**src/isrt_pkg.sv**
```systemverilog
// ----------------------------------------------------------------------------
// isrt_pkg
// shared types and constants for the insertion sorter chain
// ----------------------------------------------------------------------------
package isrt_pkg;

   localparam int MAX_ITEMS = 64;
   localparam int IDX_W     = $clog2(MAX_ITEMS);
   localparam int CNT_W     = $clog2(MAX_ITEMS + 1);
   localparam int VALUE_W   = 32;
   localparam int SHIFT_W   = 11;
   localparam int PASS_W    = 6;

   typedef struct packed {
      logic signed [VALUE_W-1:0] value;
      logic                      last;
   } req_type;

   typedef struct packed {
      logic signed [VALUE_W-1:0] sorted_value;
      logic                      last_out;
      logic [SHIFT_W-1:0]        shift_count;
      logic [PASS_W-1:0]         pass_count;
      logic                      overflow;
   } rsp_type;

   typedef struct packed {
      logic                      valid;
      logic signed [VALUE_W-1:0] value;
      logic                      greater;
   } cell_link_type;

   typedef struct packed {
      logic insert;
      logic drain;
   } cell_ctrl_type;

   typedef enum logic {
      ST_FILL,
      ST_DRAIN
   } ctrl_state_type;

endpackage

```
**src/isrt_cell.sv**
```systemverilog
// ----------------------------------------------------------------------------
// isrt_cell
// one slot of the sorted chain: compares against the key, shifts up on
// insert and down on drain
// ----------------------------------------------------------------------------
module isrt_cell
   import isrt_pkg::*;
(
   input  logic                      clock,
   input  logic                      reset,
   input  logic signed [VALUE_W-1:0] key,
   input  cell_ctrl_type             ctrl,
   input  cell_link_type             lower,
   input  cell_link_type             upper,
   output cell_link_type             link_out,
   output logic                      edge_out
);

   logic                      valid_ff, valid_in;
   logic signed [VALUE_W-1:0] value_ff, value_in;
   logic                      greater;

   always_comb begin
      greater  = valid_ff && (value_ff > key);
      edge_out = greater && !lower.greater;
      link_out = '{valid: valid_ff, value: value_ff, greater: greater};
   end

   always_comb begin
      valid_in = valid_ff;
      value_in = value_ff;
      priority if (ctrl.drain) begin
         valid_in = upper.valid;
         value_in = upper.value;
      end else if (ctrl.insert) begin
         priority if (lower.greater) begin
            valid_in = 1'b1;
            value_in = lower.value;
         end else if (greater || (!valid_ff && lower.valid)) begin
            valid_in = 1'b1;
            value_in = key;
         end else begin
            valid_in = valid_ff;
            value_in = value_ff;
         end
      end else begin
         valid_in = valid_ff;
         value_in = value_ff;
      end
   end

   always_ff @(posedge clock) begin
      if (reset) begin
         valid_ff <= 1'b0;
      end else begin
         valid_ff <= valid_in;
      end
   end

   always_ff @(posedge clock) begin
      value_ff <= value_in;
   end

endmodule

```
**config.mk**
```make
export PLATFORM = sky130hd
export DESIGN_NAME = isrt_cell
export DESIGN_NICKNAME = d
export VERILOG_FILES = /design/src/isrt_pkg.sv /design/src/isrt_cell.sv
export SDC_FILE = /design/constraint.sdc
export NUM_CORES = 1
export LEC_CHECK = 0
export BUFFER_PORTS_ARGS = -buffer_cell sky130_fd_sc_hd__clkbuf_2
export CORE_MARGIN = 5
export CORE_UTILIZATION = 41
export CTS_CLUSTER_SIZE = 14
export DETAILED_ROUTE_END_ITERATION = 8
export PLACE_DENSITY = 0.77
export SLEW_MARGIN = 20
export SYNTH_ARGS = -nofsm -noshare
export SYNTH_HDL_FRONTEND = slang
export SYNTH_SLANG_ARGS = --single-unit
```
**constraint.sdc**
```tcl
create_clock -name clock -period 3.3 [get_ports clock]
set_clock_uncertainty 0.2 [all_clocks]
set_input_delay 0.495 -clock clock [delete_from_list [all_inputs] [get_ports clock]]
set_output_delay 0.495 -clock clock [all_outputs]
set_load 0.02 [all_outputs]
```
==> results of run 1 <==
==> cells by family (layout without fill, tap and decap cells) <==
| kind of cell | count (synthesis) | after routing | synth area share (%) |
|---|---|---|---|
| AND/OR/NAND/NOR | 58 | 58 | 10.3 |
| multiplexers | 33 | 33 | 13.3 |
| adder cells (fa/ha/maj) | 32 | 32 | 15.9 |
| flip-flops | 33 | 33 | 38.9 |
| buffers and inverters | 48 | 187 | 7.59 |
| AO/OA/AOI/OAI | 64 | 64 | 14.0 |
==> metrics by stage <==
step	hold slack, ns	setup TNS (ns)	area, sq um	setup slack, ns	power [mW]
global route	0.167	-0.00809	3490	-0.00809	1.34
finish	0.172	0	3490	0.163	1.25
floorplan	0.367	0	2530	0.127	0.789
CTS	0.158	0	3420	0.0130	1.25
global placement	0.460	-1.54	3320	-0.109	0.946
detailed placement	0.457	-1.65	3320	-0.113	0.962
==> state kept, by name (all words and copies together) (netlist names) <==
name      flops
value_ff     32
valid_ff      1
==> final cells by class <==
cell class,instances,area (sq um)
fill,527,2470
multi-input combinational,187,1430
sequential,33,981
timing repair buffer,145,773
inverter,35,131
tap,75,93.8
clock buffer,6,72.6
clock inverter,1,3.75
==> cells in the final DEF (no fill, tap or decap) <==
cell       count
nor2_1         6
a211o_1        1
o31a_2         1
a21o_1         1
clkbuf_1       1
o211a_1        1
buf_4          7
a2111oi_2      1
o211ai_1       2
nand3_1        2
mux2_4         1
nand4_4        1
a211oi_1       2
o21ai_1        1
nor2b_1        1
inv_1         35
nand2_1       41
clkbuf_8       5
clkinv_1       1
dfxtp_1        1
mux2i_1       32
clkbuf_2     136
nand4_1        4
nor4_4         1
buf_12         2
ha_1          28
and4_1         2
edfxtp_1      32
ha_4           4
o21ai_0       37
a21oi_1       16
a21oi_4        1
==> worst paths after layout <==
check | start | end | slack [ns] | depth (start not counted)
max | value_ff[25] | edge_out | 0.16 | 10
min | reset | valid_ff | 0.17 | 2
max reg2reg | value_ff[25] | value_ff[8] | 0.36 | 11
min reg2reg | valid_ff | valid_ff | 0.48 | 4
==> per-layer routing <==
metal | part of all wire [%] | routed length, microns | vias up | global-route usage, %
met3 | 8.8 | 580 | 4 | 5.03
met5 | 0 | 0 | - | 0
li1 | - | - | 1236 | -
met4 | 0.44 | 29 | 0 | 3.43
met1 | 40 | 2640 | 1063 | 18.3
met2 | 51 | 3350 | 77 | 31.1
==> worst reg2reg max path, cell delays in order (launching register included) <==
cell,delay [ns]
edfxtp_1,0.41
ha_1,0.31
a21o_1,0.18
nand3_1,0.07
a21oi_1,0.07
a2111oi_2,0.24
buf_4,0.17
o211a_1,0.15
mux2_4,0.32
buf_4,0.15
a21oi_4,0.20
buf_12,0.18
==> power by group through the flow <==
stage	clock network (mW)	logic, mW	registers (mW)
after detailed placement	0	0.411	0.551
after floorplan	0	0.185	0.603
final	0.278	0.427	0.543
after CTS	0.290	0.420	0.542
after global placement	0	0.399	0.547
after global routing	0.309	0.479	0.549
==> what timing repair did <==
| item | CTS | global route |
|---|---|---|
| buffers inserted | 1 | 1 |
| gates cloned | 0 | 0 |
| gates resized for setup | 3 | 8 |
| pin swaps | 4 | 5 |
| endpoints found under the setup margin | 2 | 2 |
==> summary.txt, run 1 <==
CTS
  • Num CTS Buffers: 5
  • H-tree levels: 2
  • CTS tree: done
  • Root buf cell: clkbuf_8
  • Maximum root-to-sink buffer count: 2
  • Sinks on the clock net: 33
  • Hold-fix buffers at CTS: 0
  • Worst skew pair latency: roughly 0.27 ns
  • Clock transition at path regs: 0.07 ns

Pwr
  • Sequential share of power: 43.5%
  • Worst VDD drop: around 0.17 mV
  • Net switching power figure: approximately 0.40 mW
  • Pleak: approximately 1.9 nW
  • PD cells: roughly 360 mW/mm^2
  • P_int: ~0.85 mW
  • Switching Fraction: about a third
  • Gate power share: 34.2%
  • Clock share of power: 22.2%

Placement
  • Placed insts: between 400 and 500
  • DP HPWL: 5580 microns
  • Port bufs: 137
  • Placer Congestion: between 0.7 and 0.8

Routing
  • Vias per cell: between 4 and 5
  • # DRC: 0
  • DRT Pass-1 Iters: 4
  • Via count: 2380
  • Routed WL: about 6600 microns
  • Final ANT Viol Nets: 0
  • Initial drt markers: between 50 and 60
  • Avg WL per Cell: 13.7 microns

Worst setup path
  • CP Cell Sequence: ha_1 -> a21o_1 -> nand3_1 -> a21oi_1 -> a2111oi_2 -> buf_4 -> o211a_1 -> mux2_4 -> nor2_1 -> buf_4
  • CP Launch Type: flip-flop
  • Critical path buffer and inverter count: 2
  • Top delay family on crit path: compound AO/OA/AOI/OAI gates
  • Arr. time, crit path: about 2.4 ns
  • Crit Path Category: reg2out
  • Max FO, Critical Path: 3
  • Slowest stage cell, crit path: edfxtp_1
  • CP endpoint kind: primary output
  • CP most frequent cell: buf_4
  • CP Data Required Time: roughly 2.6 ns
  • CP peak stage delay: slightly above 0.4 ns

Cells and area
  • Diode insertion count for antenna repair: 0
  • Total Nets Final: 543
  • Layout cells sized above 1: 39.3%
  • Non-Filler Instances: a little under 500
  • Area Overhead vs Synth: 38.2%
  • Post-layout util: between 50% and 60%

STA
  • Worst-Margin Slew: between 0.5 and 0.6 ns
  • Final Setup Violations: 0
  • Final slew viol count: 0
  • Fmax: between 300 and 400 MHz
  • Period utilization: between 90% and 100%
  • Final min period: between 3 and 4 ns
  • Final-report hold violation count: 0
  • Max_slew headroom: about 63%

Global route
  • Largest net degree at the start of global routing: 47
  • Number of global-route vias before repair: 2368
  • Overall Global Routing Usage: ~17%
  • Gr ovfl total: 0
  • Initial antenna violation count: 0
  • First-pass GRT wire length: between 10000 and 15000 microns

Yosys
  • Mean Syn Cell Area: ~9.4 sq um
  • Cell count after synthesis: 268
  • Synth Register Bits: 33
  • Top cells by count, synth: 41 x nand2_1, 38 x o21ai_0, 35 x inv_1
  • Leading area contributor after synthesis: edfxtp_1
  • Register area share after synthesis: 38.9%
  • Most numerous cell in the Yosys netlist: nand2_1
  • Yosys warns: 0
  • Mapped cell area: roughly 0.0025 sq mm
  • Synth area leaders: edfxtp_1 38%, ha_1 16%, mux2i_1 13%
  • Post-synth net total: approximately 400
  • Number of flops mapped to enable cells by yosys: 32
  • Area share of the largest cell type after synthesis: a little under two fifths
  • Netlist cell types: 27
  • Asr flop ratio synth: 0%
  • Synth Flop Type: edfxtp_1

Die
  • DIE WIDTH: a little under 90 microns
  • Core area: 0.00596 sq mm
  • Die Area: ~0.0078 sq mm
  • Height of the die: between 80 and 90 microns
  • Starting Density: a little over two fifths
  • Site row count: 28
  • I/O pin cnt: roughly 140

Status
  • Outcome: finished clean

Min path
  • HP Class: in2reg

Flow run
  • Maxcap violations: 0
Note: power is estimated with default switching activity, not from simulation.
==> run 2: changes to the inputs <==
Settings changed: CORE_UTILIZATION 41 to 49, PLACE_DENSITY 0.77 to 0.86.
Clock period 3.3 ns to 3.8 ns, I/O delays scaled along.
==> run 2 against run 1 <==
Effect of this change:
- flip-flop and latch count stayed put
- clock power is 3% lower
- first-iteration DRC count is 9.4% higher
- worst hold slack better by 0.067 ns
- highest routed layer unchanged
- setup slack better by 0.22 ns
- largest cell class unchanged
- critical endpoint unchanged
- die area is 15% lower
- via count is 0.34% lower
==> summary.txt, run 2 (synthesized netlist as in run 1, its figures left out) <==
STA
  • Final min period: 3.42 ns
  • Max_slew headroom: a little over three fifths
  • Period utilization: about nine tenths
  • Final-report hold violation count: 0
  • Final slew viol count: 0
  • Unrepaired setup endpoints after global routing: false
  • Worst-Margin Slew: ~0.56 ns
  • TNS Setup: 0 ns
  • Fmax: slightly below 300 MHz
  • Final worst-path setup slack: between 0.3 and 0.4 ns
  • Final Setup Violations: 0

Routing
  • Initial drt markers: between 50 and 60
  • DRT Pass-1 Iters: 4
  • Routed WL: ~6500 microns
  • Top sig layer: met4
  • DR WL met2: 3250 microns
  • # DRC: 0
  • Met3 WL post-DR: between 600 and 700 microns
  • Via count: around 2400
  • DRT met1 WL: 2510 microns
  • Final ANT Viol Nets: 0
  • Avg WL per Cell: about 14 microns
  • Vias per cell: 5.00

Cells and area
  • Diode insertion count for antenna repair: 0
  • Non-Filler Instances: approximately 470
  • Commonest non-fill, non-tap cell in the layout: clkbuf_2
  • Top reg by flops: value_ff
  • Top Registers: value_ff: 32 flops, valid_ff: 1 flops
  • Max FFs per register: 32
  • Layout cells sized above 1: between 30% and 40%
  • Area Overhead vs Synth: 33.3%
  • Total Nets Final: between 500 and 600
  • Commonest cells after routing, fill and taps aside: 137 x clkbuf_2, 41 x nand2_1, 38 x o21ai_0, 35 x inv_1
  • Design area: 0.00336 sq mm

Global route
  • Gr ovfl total: 0
  • Largest net degree at the start of global routing: 67
  • Number of global-route vias before repair: around 2300
  • First-pass GRT wire length: 9980 microns
  • Overall Global Routing Usage: roughly a fifth
  • Initial antenna violation count: 0

Die
  • Die Area: ~0.0067 sq mm
  • Core area: a little over 0.005 sq mm
  • Site row count: 26
  • Height of the die: 81.8 microns
  • DIE WIDTH: between 80 and 90 microns
  • Starting Density: ~50%
  • I/O pin cnt: 139

Min path
  • HP Class: in2reg
  • Hold path cells: 2

Pwr
  • Worst VDD drop: 0.198 mV
  • Pleak: 1.83 nW
  • PD cells: 322 mW/mm^2

CTS
  • Maximum root-to-sink buffer count: 2
  • Hold-fix buffers at CTS: 0
  • CTS tree: done
  • Number of buffers added for setup after CTS: 0
  • Num CTS Buffers: 5
  • Worst skew pair latency: around 0.28 ns
  • Clock transition at path regs: 0.07 ns
  • Post-CTS Resized: 0
  • H-tree levels: 2
  • Sinks on the clock net: 33
  • Root buf cell: clkbuf_8

Worst setup path
  • CP Data Required Time: between 3 and 4 ns
  • Arr. time, crit path: 2.65 ns
  • Reg2Reg Depth: 8
  • Crit Path Category: in2out
  • CP endpoint kind: primary output
  • CP Launch Type: primary input
  • Max FO, Critical Path: 4

Flow run
  • Maxcap violations: 0

Placement
  • Port bufs: ~140
  • DP HPWL: 5480 microns
  • Placer Congestion: 0.796
  • Pre-CTS setup slack: approximately 0.31 ns
  • Placed insts: about 470
  • Placed inst area: 0.00327 sq mm

Status
  • Outcome: finished clean
run 2: routing by layer:
metal	GRT usage (%)	vias up
met5	0	-
met4	6.64	0
met3	7.24	10
met2	34.7	95
met1	21.9	1040
li1	-	1227
run 2: report_power, final:
part           internal (mW)  switching, mW
clock                  0.148          0.124
combinational          0.144          0.196
sequential             0.449         0.0215
run 2: cell type report:
class | count | area [sq um]
Multi-Input combinational cell | 187 | 1360
Tap cell | 70 | 87.6
Clock buffer | 8 | 90.1
Inverter | 35 | 131
Fill cell | 401 | 1680
Sequential cell | 33 | 981
Timing Repair Buffer | 141 | 716
run 2: final timing paths:
| path | startpoint | to | slack [ns] |
|---|---|---|---|
| setup / recovery | key[31] | edge_out | 0.38 |
| setup reg to reg | value_ff[31] | value_ff[24] | 0.72 |
| hold reg to reg | valid_ff | valid_ff | 0.48 |
| hold / removal | reset | valid_ff | 0.24 |
run 2: worst max-delay path, cell delays in order:
cell	delay, ns
clkbuf_2	0.09
inv_1	0.04
ha_1	0.33
nand4_2	0.16
nor4_2	0.35
nand4_1	0.20
o31a_2	0.38
o21ai_0	0.09
mux2_4	0.21
nor2_1	0.04
clkbuf_2	0.17
run 2: through the flow:
| stage | hold WS (ns) | total power [mW] | util, % |
|---|---|---|---|
| floorplan | 0.398 | 0.684 | - |
| global placement | 0.447 | 0.809 | 64.9 |
| detailed placement | 0.466 | 0.823 | 64.9 |
| CTS | 0.229 | 1.10 | 66.7 |
| global route | 0.234 | 1.15 | 66.7 |
| finish | 0.240 | 1.08 | 66.7 |
