--- config.mk ---
export PLATFORM = sky130hd
export DESIGN_NAME = isrt_shift_acc
export DESIGN_NICKNAME = d
export VERILOG_FILES = /design/src/isrt_pkg.sv /design/src/isrt_shift_acc.sv
export SDC_FILE = /design/constraint.sdc
export NUM_CORES = 1
export LEC_CHECK = 0
export BUFFER_PORTS_ARGS = -buffer_cell sky130_fd_sc_hd__buf_4
export CAP_MARGIN = 10
export CORE_MARGIN = 1.5
export CORE_UTILIZATION = 54
export CTS_CLUSTER_DIAMETER = 100
export DETAILED_ROUTE_END_ITERATION = 7
export GPL_TIMING_DRIVEN = 1
export PLACE_DENSITY_LB_ADDON = 0.3
export SLEW_MARGIN = 20
export SYNTH_ARGS = -nofsm -noshare
export SYNTH_HDL_FRONTEND = slang
export SYNTH_SLANG_ARGS = --single-unit
--- constraint.sdc ---
create_clock -name clock -period 9.8 [get_ports clock]
set_input_delay 0.49 -clock clock [delete_from_list [all_inputs] [get_ports clock]]
set_output_delay 0.49 -clock clock [all_outputs]
set_load 0.01 [all_outputs]
--- src/isrt_pkg.sv ---
// ----------------------------------------------------------------------------
// isrt_pkg
// shared types and constants for the insertion sorter chain
// ----------------------------------------------------------------------------
package isrt_pkg;

   localparam int MAX_ITEMS = 64;
   localparam int IDX_W     = $clog2(MAX_ITEMS);
   localparam int CNT_W     = $clog2(MAX_ITEMS + 1);
   localparam int VALUE_W   = 32;
   localparam int SHIFT_W   = 11;
   localparam int PASS_W    = 6;

   typedef struct packed {
      logic signed [VALUE_W-1:0] value;
      logic                      last;
   } req_type;

   typedef struct packed {
      logic signed [VALUE_W-1:0] sorted_value;
      logic                      last_out;
      logic [SHIFT_W-1:0]        shift_count;
      logic [PASS_W-1:0]         pass_count;
      logic                      overflow;
   } rsp_type;

   typedef struct packed {
      logic                      valid;
      logic signed [VALUE_W-1:0] value;
      logic                      greater;
   } cell_link_type;

   typedef struct packed {
      logic insert;
      logic drain;
   } cell_ctrl_type;

   typedef enum logic {
      ST_FILL,
      ST_DRAIN
   } ctrl_state_type;

endpackage

--- src/isrt_shift_acc.sv ---
// ----------------------------------------------------------------------------
// isrt_shift_acc
// shift counter: encodes the insertion point in the cycle after the insert and
// adds the number of moved elements
// ----------------------------------------------------------------------------
module isrt_shift_acc
   import isrt_pkg::*;
(
   input  logic                 clock,
   input  logic                 reset,
   input  logic                 sample,
   input  logic [MAX_ITEMS-1:0] edge_vec,
   input  logic [CNT_W-1:0]     fill,
   input  logic                 clear,
   output logic [SHIFT_W-1:0]   shift_total
);

   logic                 pend_valid_ff;
   logic [MAX_ITEMS-1:0] edge_ff;
   logic [CNT_W-1:0]     fill_snap_ff;
   logic [SHIFT_W-1:0]   shift_ff, shift_in;
   logic [IDX_W-1:0]     pos;
   logic [CNT_W-1:0]     moved;

   always_comb begin
      pos = '0;
      for (int i = 0; i < MAX_ITEMS; i++) begin
         if (edge_ff[i]) begin
            pos = pos | IDX_W'(i);
         end
      end
      moved = fill_snap_ff - {{(CNT_W-IDX_W){1'b0}}, pos};
      if (pend_valid_ff && (|edge_ff)) begin
         shift_total = shift_ff + {{(SHIFT_W-CNT_W){1'b0}}, moved};
      end else begin
         shift_total = shift_ff;
      end
      shift_in = clear ? '0 : shift_total;
   end

   always_ff @(posedge clock) begin
      if (reset) begin
         pend_valid_ff <= 1'b0;
         shift_ff      <= '0;
      end else begin
         pend_valid_ff <= sample;
         shift_ff      <= shift_in;
      end
   end

   always_ff @(posedge clock) begin
      edge_ff      <= edge_vec;
      fill_snap_ff <= fill;
   end

endmodule

==> impl_metrics.env, run 1 <==
export IMPL_hold_depth=1
export IMPL_reg2regPathDepth=18
export IMPL_initial_core_util_pct=55.8
export IMPL_post_drt_wl_per_cell_um=14.8
export IMPL_switchingPower_uw=148
export IMPL_status="finished clean"
export IMPL_gp_congestion=0.847
export IMPL_postCtsSetupBuffers=0
export IMPL_portBuffers=85
export IMPL_synth_top_family_by_area="simple AND/OR/NAND/NOR gates"
export IMPL_antenna_found_initial=0
export IMPL_ys_ff_latch=83
export IMPL_start_kind="flip-flop"
export IMPL_cp_max_fo=3
export IMPL_timing_final_crit_share_pct=51.3
export IMPL_arrival_ns=4.54
export IMPL_via_count=2161
export IMPL_drv_cap=0
export IMPL_intPower_uw=512
export IMPL_multi_input_area_um2=1140
export IMPL_ys_seq_area_share_pct=58.7
export IMPL_worstMarginPinSlew_ns=0.620
export IMPL_worstSkewPairLatency_ns=0.35
export IMPL_dpl_hpwl_mm=4.93
export IMPL_grt_setup_unrepaired="no"
export IMPL_synth_compound_area_share_pct=5.44
export IMPL_skew_ns=0.0105
export IMPL_tritoncts="built"
export IMPL_peakVddDrop_uv=165
export IMPL_grt_pass1_vias=2166
export IMPL_areaGrowthSynthToFinish_pct=32.5
export IMPL_die_h_um=75.4
export IMPL_seqCellArea_um2=1660
export IMPL_yosysWarnings=0
export IMPL_vias_per_cell=5.19
export IMPL_diodes=0
export IMPL_r2r_start="edge_ff[31]"
export IMPL_drive_gt1_share_pct=32.9
export IMPL_finalSetupViolations=0
export IMPL_netlist_area_um2=2830
export IMPL_fin_ws_ns=4.77
export IMPL_dieArea_um2=5690
export IMPL_pin_count=86
export IMPL_synth_adder_area_share_pct=7.60
export IMPL_drv_slew=0
export IMPL_regToRegEndpoint="shift_ff[10]"
export IMPL_ctsHoldBuffers=0
export IMPL_min_to="fill_snap_ff[1]"
export IMPL_hold_path_class="in -> reg"
export IMPL_critPathKind="reg -> out"
export IMPL_fmax_mhz=199
export IMPL_grt_overflow_total=0
export IMPL_numClockSinks=83
export IMPL_min_from="fill[1]"
export IMPL_ff2ff_setup_slack_ns=5.65
export IMPL_relSlewSlack_pct=58.5
export IMPL_post_cts_resized=0
export IMPL_cts_buffer_depth=2
export IMPL_cp_data_required_time_ns=9.31
export IMPL_seqPwrFrac_pct=55.2
export IMPL_hold_viol=0
export IMPL_clk_pin_slew_ns=0.08
export IMPL_grt_pass1_wl_mm=9.66
export IMPL_synth_nets=338
export IMPL_drc=0
export IMPL_die_width_um=75.4
export IMPL_clkPwrFrac_pct=36.5
export IMPL_synth_xor_area_share_pct=4.02
export IMPL_core_area_um2=5070
export IMPL_power_density_nw_per_um2=176
export IMPL_totalWireLength_mm=6.16
export IMPL_yosys_area_share_simple_pct=19.1
export IMPL_dp_slack_ns=5.15
export IMPL_first_iter_violations=68
export IMPL_h_tree_depth=3
export IMPL_fin_tns_setup_ns=0
export IMPL_fin_crit_ns=5.03
export IMPL_fill_cells=373
export IMPL_leakagePower_nw=1.71
export IMPL_nets=433
export IMPL_swShare_pct=22.4
export IMPL_cp_end_kind="output pin"
export IMPL_grt_max_degree=15
export IMPL_p_comb_share_pct=8.3
export IMPL_firstDrtPassIters=4
export IMPL_cts_root_buf="clkbuf_8"
export IMPL_row_count=26
export IMPL_synth_distinct_cells=38
export IMPL_antenna_left=0
export IMPL_postSynthAreaPerCell_um2=11.5
export IMPL_grt_usage_pct=24.0
export IMPL_synthMuxAreaShare_pct=3.98
export IMPL_cts_made_buffers=9
export IMPL_syn_instance_count=247
-- registers in the layout, indices dropped and copies added, names as in the netlist --
signal	flops
fill_snap_ff	7
shift_ff	11
pend_valid_ff	1
edge_ff	64
-- layout by cell type (no fill, tap or decap), types with 2 or more instances in the layout --
master    count
buf_4        85
dfxtp_1      83
nor4_1       21
nor2_1       15
ha_1         14
nand2_1      13
clkbuf_8     10
inv_1         8
nor3_1        8
and2_1        8
xor2_1        7
nand3_1       6
nand4_1       6
o21ai_0       6
xnor2_1       6
mux2_2        6
a21oi_1       5
or3_1         4
nor2b_1       3
a21o_1        3
mux2i_1       3
nor4_2        2
nand2b_1      2
fa_1          2
inv_6         2
-- through the flow --
stage                     total power, mW  hold slack [ns]  cell area (um2)  util [%]  std cells
final                               0.660            0.236             3750      73.9        416
after CTS                           0.664            0.222             3750      73.9        416
after detailed placement            0.426            0.491             3550      70.0        401
after floorplan                     0.392            0.458             2830         -        247
after global placement              0.424            0.469             3550      70.0        401
after global routing                0.688            0.209             3750      73.9        416
-- how the worst max path moves through the flow --
stage	slack (ns)	start	cells past startpoint	endpoint
floorplan	5.52	edge_ff[31]	18	shift_total[10]
global placement	5.30	edge_ff[31]	19	shift_total[10]
detailed placement	5.15	edge_ff[31]	19	shift_total[10]
CTS	4.76	edge_ff[31]	19	shift_total[10]
global route	4.34	edge_ff[31]	19	shift_total[10]
finish	4.77	edge_ff[31]	19	shift_total[10]
-- worst max-delay path: stages, from the launching register on --
cell and delay (ns):
dfxtp_1 0.33, nor4_1 0.27, nand2_1 0.10, or3_1 0.33
or4_1 0.60, inv_1 0.10, ha_1 0.21, nor2b_1 0.13
o21ai_0 0.14, nand2b_1 0.10, a21o_1 0.18, a21oi_1 0.17
xnor2_1 0.09, ha_1 0.34, o21a_1 0.18, a21oi_1 0.07
a311oi_1 0.36, nand3_1 0.20, xnor2_1 0.17, buf_4 0.14
-- layer usage --
metal  up-vias  GRT usage [%]  part of all wire (%)
met4         0           13.1                   4.2
met5         -              0                     0
met3        23           8.86                   5.4
li1       1071              -                     -
met2        77           41.7                    52
met1       990           25.1                    38
-- power by group through the flow --
stage / sequential (mW) / combinational (mW) / clock [mW]
after floorplan: 0.369 / 0.0236 / 0
after global routing: 0.366 / 0.0595 / 0.262
final: 0.364 / 0.0547 / 0.241
after detailed placement: 0.372 / 0.0546 / 0
after CTS: 0.364 / 0.0548 / 0.245
after global placement: 0.371 / 0.0530 / 0
-- synth_stat cells --
cell type	number	area (um2)
dfxtp_1	83	1660
nor4_1	21	131
nor2_1	15	56.3
ha_1	14	175
nand2_1	13	48.8
and2_1	8	50.1
inv_1	8	30.0
nor3_1	8	40.0
xor2_1	7	61.3
mux2_2	6	67.6
nand3_1	6	30.0
nand4_1	6	37.5
o21ai_0	6	30.0
xnor2_1	6	52.6
a21oi_1	5	25.0
or3_1	4	25.0
a21o_1	3	22.5
mux2i_1	3	30.0
nor2b_1	3	18.8
fa_1	2	40.0
nand2b_1	2	12.5
nor4_2	2	25.0
a211o_1	1	8.76
a211oi_1	1	7.51
a22oi_1	1	7.51
a311oi_1	1	8.76
a31oi_1	1	6.26
a31oi_4	1	21.3
and3b_2	1	10.0
clkbuf_1	1	3.75
mux2_4	1	15.0
nand4b_1	1	8.76
nor4_4	1	21.3
o21a_1	1	7.51
o22a_1	1	8.76
or2_2	1	6.26
or4_1	1	7.51
or4_4	1	11.3
-- layout make-up --
cell class	instances	share of cell area, %
multi-input cells	155	30.3
flip-flops and latches	83	44.3
repair buffers	85	17.0
inverters	8	0.801
clock buffers	10	3.67
well taps	70	2.33
clock inverters	5	1.60
-- kinds of logic (layout without fill, tap and decap cells) --
family | after synthesis | count (layout)
flip-flops | 83 | 83
multiplexers | 10 | 10
AND/OR/NAND/NOR | 94 | 94
AO/OA/AOI/OAI | 22 | 22
XOR/XNOR | 13 | 13
adder cells (fa/ha/maj) | 16 | 16
buffers and inverters | 9 | 108
Note: power is estimated with default switching activity, not from simulation.
==> run 2: changes to the inputs <==
Settings changed: CORE_UTILIZATION 54 to 45.
Clock period 9.8 ns to 4.3 ns, I/O delays scaled along.
==> impl_metrics.env, run 2 (synthesis gave the netlist of run 1 again) <==
export IMPL_status="finished, violations left"
export IMPL_violations="setup timing"
export IMPL_power_density_nw_per_um2=342
export IMPL_cpMaxStageDelayCell="or4_4"
export IMPL_numClockSinks=83
export IMPL_grt_setup_unrepaired="yes"
export IMPL_cts_made_buffers=9
export IMPL_leakagePower_nw=2.15
export IMPL_antenna_left=0
export IMPL_worst_path_buf_inv=1
export IMPL_portBuffers=85
export IMPL_reg_top3="edge_ff: 64 flops, shift_ff: 11 flops, fill_snap_ff: 7 flops"
export IMPL_relSlewSlack_pct=56.1
export IMPL_drive_gt1_share_pct=36.9
export IMPL_fin_ws_ns=-0.302
export IMPL_skew_ns=0.0197
export IMPL_drv_cap=0
export IMPL_core_area_um2=5990
export IMPL_grt_usage_pct=29.1
export IMPL_first_iter_violations=116
export IMPL_path_cells="nor4_2 -> nand2_1 -> or3_4 -> or4_4 -> fa_2 -> nor2b_1 -> o21ai_1 -> nand2b_1 -> a21o_1 -> a21oi_2 -> xor2_1 -> ha_1 -> o21a_1 -> a21oi_2 -> a311oi_2 -> nand3_1 -> xnor2_1 -> buf_4"
export IMPL_regMostFlops="edge_ff"
export IMPL_gp_congestion=0.899
export IMPL_fmax_mhz=217
export IMPL_nets=530
export IMPL_dieArea_um2=6780
export IMPL_die_h_um=82.3
export IMPL_cts_buffer_depth=2
export IMPL_cp_end_kind="output pin"
export IMPL_grt_max_degree=16
export IMPL_whs_ns=0.0385
export IMPL_cp_slowest_stage_delay_ns=0.46
export IMPL_diodes=0
export IMPL_firstDrtPassIters=5
export IMPL_power_mw=1.64
export IMPL_antenna_found_initial=0
export IMPL_hold_path_class="in -> reg"
export IMPL_grt_overflow_total=0
export IMPL_finalSetupViolations=11
export IMPL_fin_crit_ns=4.60
export IMPL_dpl_hpwl_mm=4.88
export IMPL_critPathKind="reg -> out"
export IMPL_via_count=2835
export IMPL_hold_viol=0
export IMPL_crit_path_frequent_cell="a21oi_2"
export IMPL_grt_pass1_vias=2881
export IMPL_h_tree_depth=3
export IMPL_final_common_cell="buf_4"
export IMPL_most_common_layout_cells="buf_4 (111), dfxtp_1 (81), dlygate4sd3_1 (71)"
export IMPL_grt_pass1_wl_mm=13.9
export IMPL_pin_count=86
export IMPL_post_drt_wl_per_cell_um=19.2
export IMPL_worstMarginPinSlew_ns=0.655
export IMPL_die_width_um=82.3
export IMPL_crit_family="simple AND/OR/NAND/NOR gates"
export IMPL_start_kind="flip-flop"
export IMPL_timing_final_crit_share_pct=107
export IMPL_areaGrowthSynthToFinish_pct=68.8
export IMPL_vias_per_cell=5.46
export IMPL_row_count=28
export IMPL_initial_core_util_pct=47.3
export IMPL_drc=0
export IMPL_clk_pin_slew_ns=0.09
export IMPL_tritoncts="built"
export IMPL_worstSkewPairLatency_ns=0.37
export IMPL_drv_slew=0
export IMPL_totalWireLength_mm=9.95
export IMPL_largest_register_ffs=64
export IMPL_cts_root_buf="clkbuf_8"
export IMPL_cp_max_fo=3
export IMPL_arrival_ns=4.39
export IMPL_cp_data_required_time_ns=4.09
export IMPL_peakVddDrop_uv=344
run 2: changes by cell type in the layout (fill, tap and decap cells not counted), moves of 2 or more:
| cell | change |
|---|---|
| a21oi_2 | +3 |
| o21ai_1 | +3 |
| dfxtp_1 | -2 |
| ha_1 | -2 |
| nor4_2 | +3 |
| buf_4 | +26 |
| o21ai_0 | -4 |
| nor4_1 | -3 |
| dlygate4sd3_1 | +71 |
| dfxtp_2 | +2 |
| a21oi_1 | -3 |
run 2: repair_timing:
| action | in CTS | in global routing |
|---|---|---|
| setup endpoints to repair | 6 | 13 |
| endpoints found under the hold margin | 71 | 0 |
| gates resized for setup | 14 | 14 |
| buffers inserted | 19 | 5 |
| hold buffers | 71 | 0 |
| pin swaps | 7 | 9 |
run 2: area by class of cell:
cell class | count | area (um2)
Clock inverter | 6 | 71.3
Fill cell | 317 | 1210
Inverter | 8 | 30.0
Timing Repair Buffer | 182 | 1540
Multi-Input combinational cell | 155 | 1240
Tap cell | 75 | 93.8
Sequential cell | 83 | 1660
Clock buffer | 10 | 138
run 2: path summary, 6_finish.rpt:
check,start,to,slack [ns],cells past startpoint
setup / recovery,edge_ff[31],shift_total[10],-0.30,18
hold / removal,reset,pend_valid_ff,0.04,2
hold reg to reg,shift_ff[9],shift_ff[9],0.52,2
setup reg to reg,edge_ff[31],shift_ff[10],0.19,18
run 2: per-layer routing:
layer	vias to the layer above	part of all wire (%)	wire length (um)	track usage [%]
met4	0	4.6	453	15.3
met1	1337	36	3570	29.1
met2	172	53	5250	53.1
met5	-	0	0	0
li1	1272	-	-	-
met3	54	6.8	675	9.45
run 2: through the flow:
stage | std cells | area (um2) | setup WS, ns | util, % | setup TNS (ns)
after floorplan | 247 | 2830 | 0.292 | - | 0
after global placement | 408 | 3570 | 0.0978 | 59.7 | 0
after detailed placement | 408 | 3570 | -0.0565 | 59.7 | -0.0921
after CTS | 514 | 4690 | -0.105 | 78.3 | -0.505
after global routing | 519 | 4780 | -0.508 | 79.8 | -4.01
final | 519 | 4780 | -0.302 | 79.8 | -2.49
run 2: report_power, final:
part	internal, mW	switching, mW	total, mW
registers	0.807	0.0298	0.837
clock network	0.290	0.309	0.600
logic	0.130	0.0714	0.201
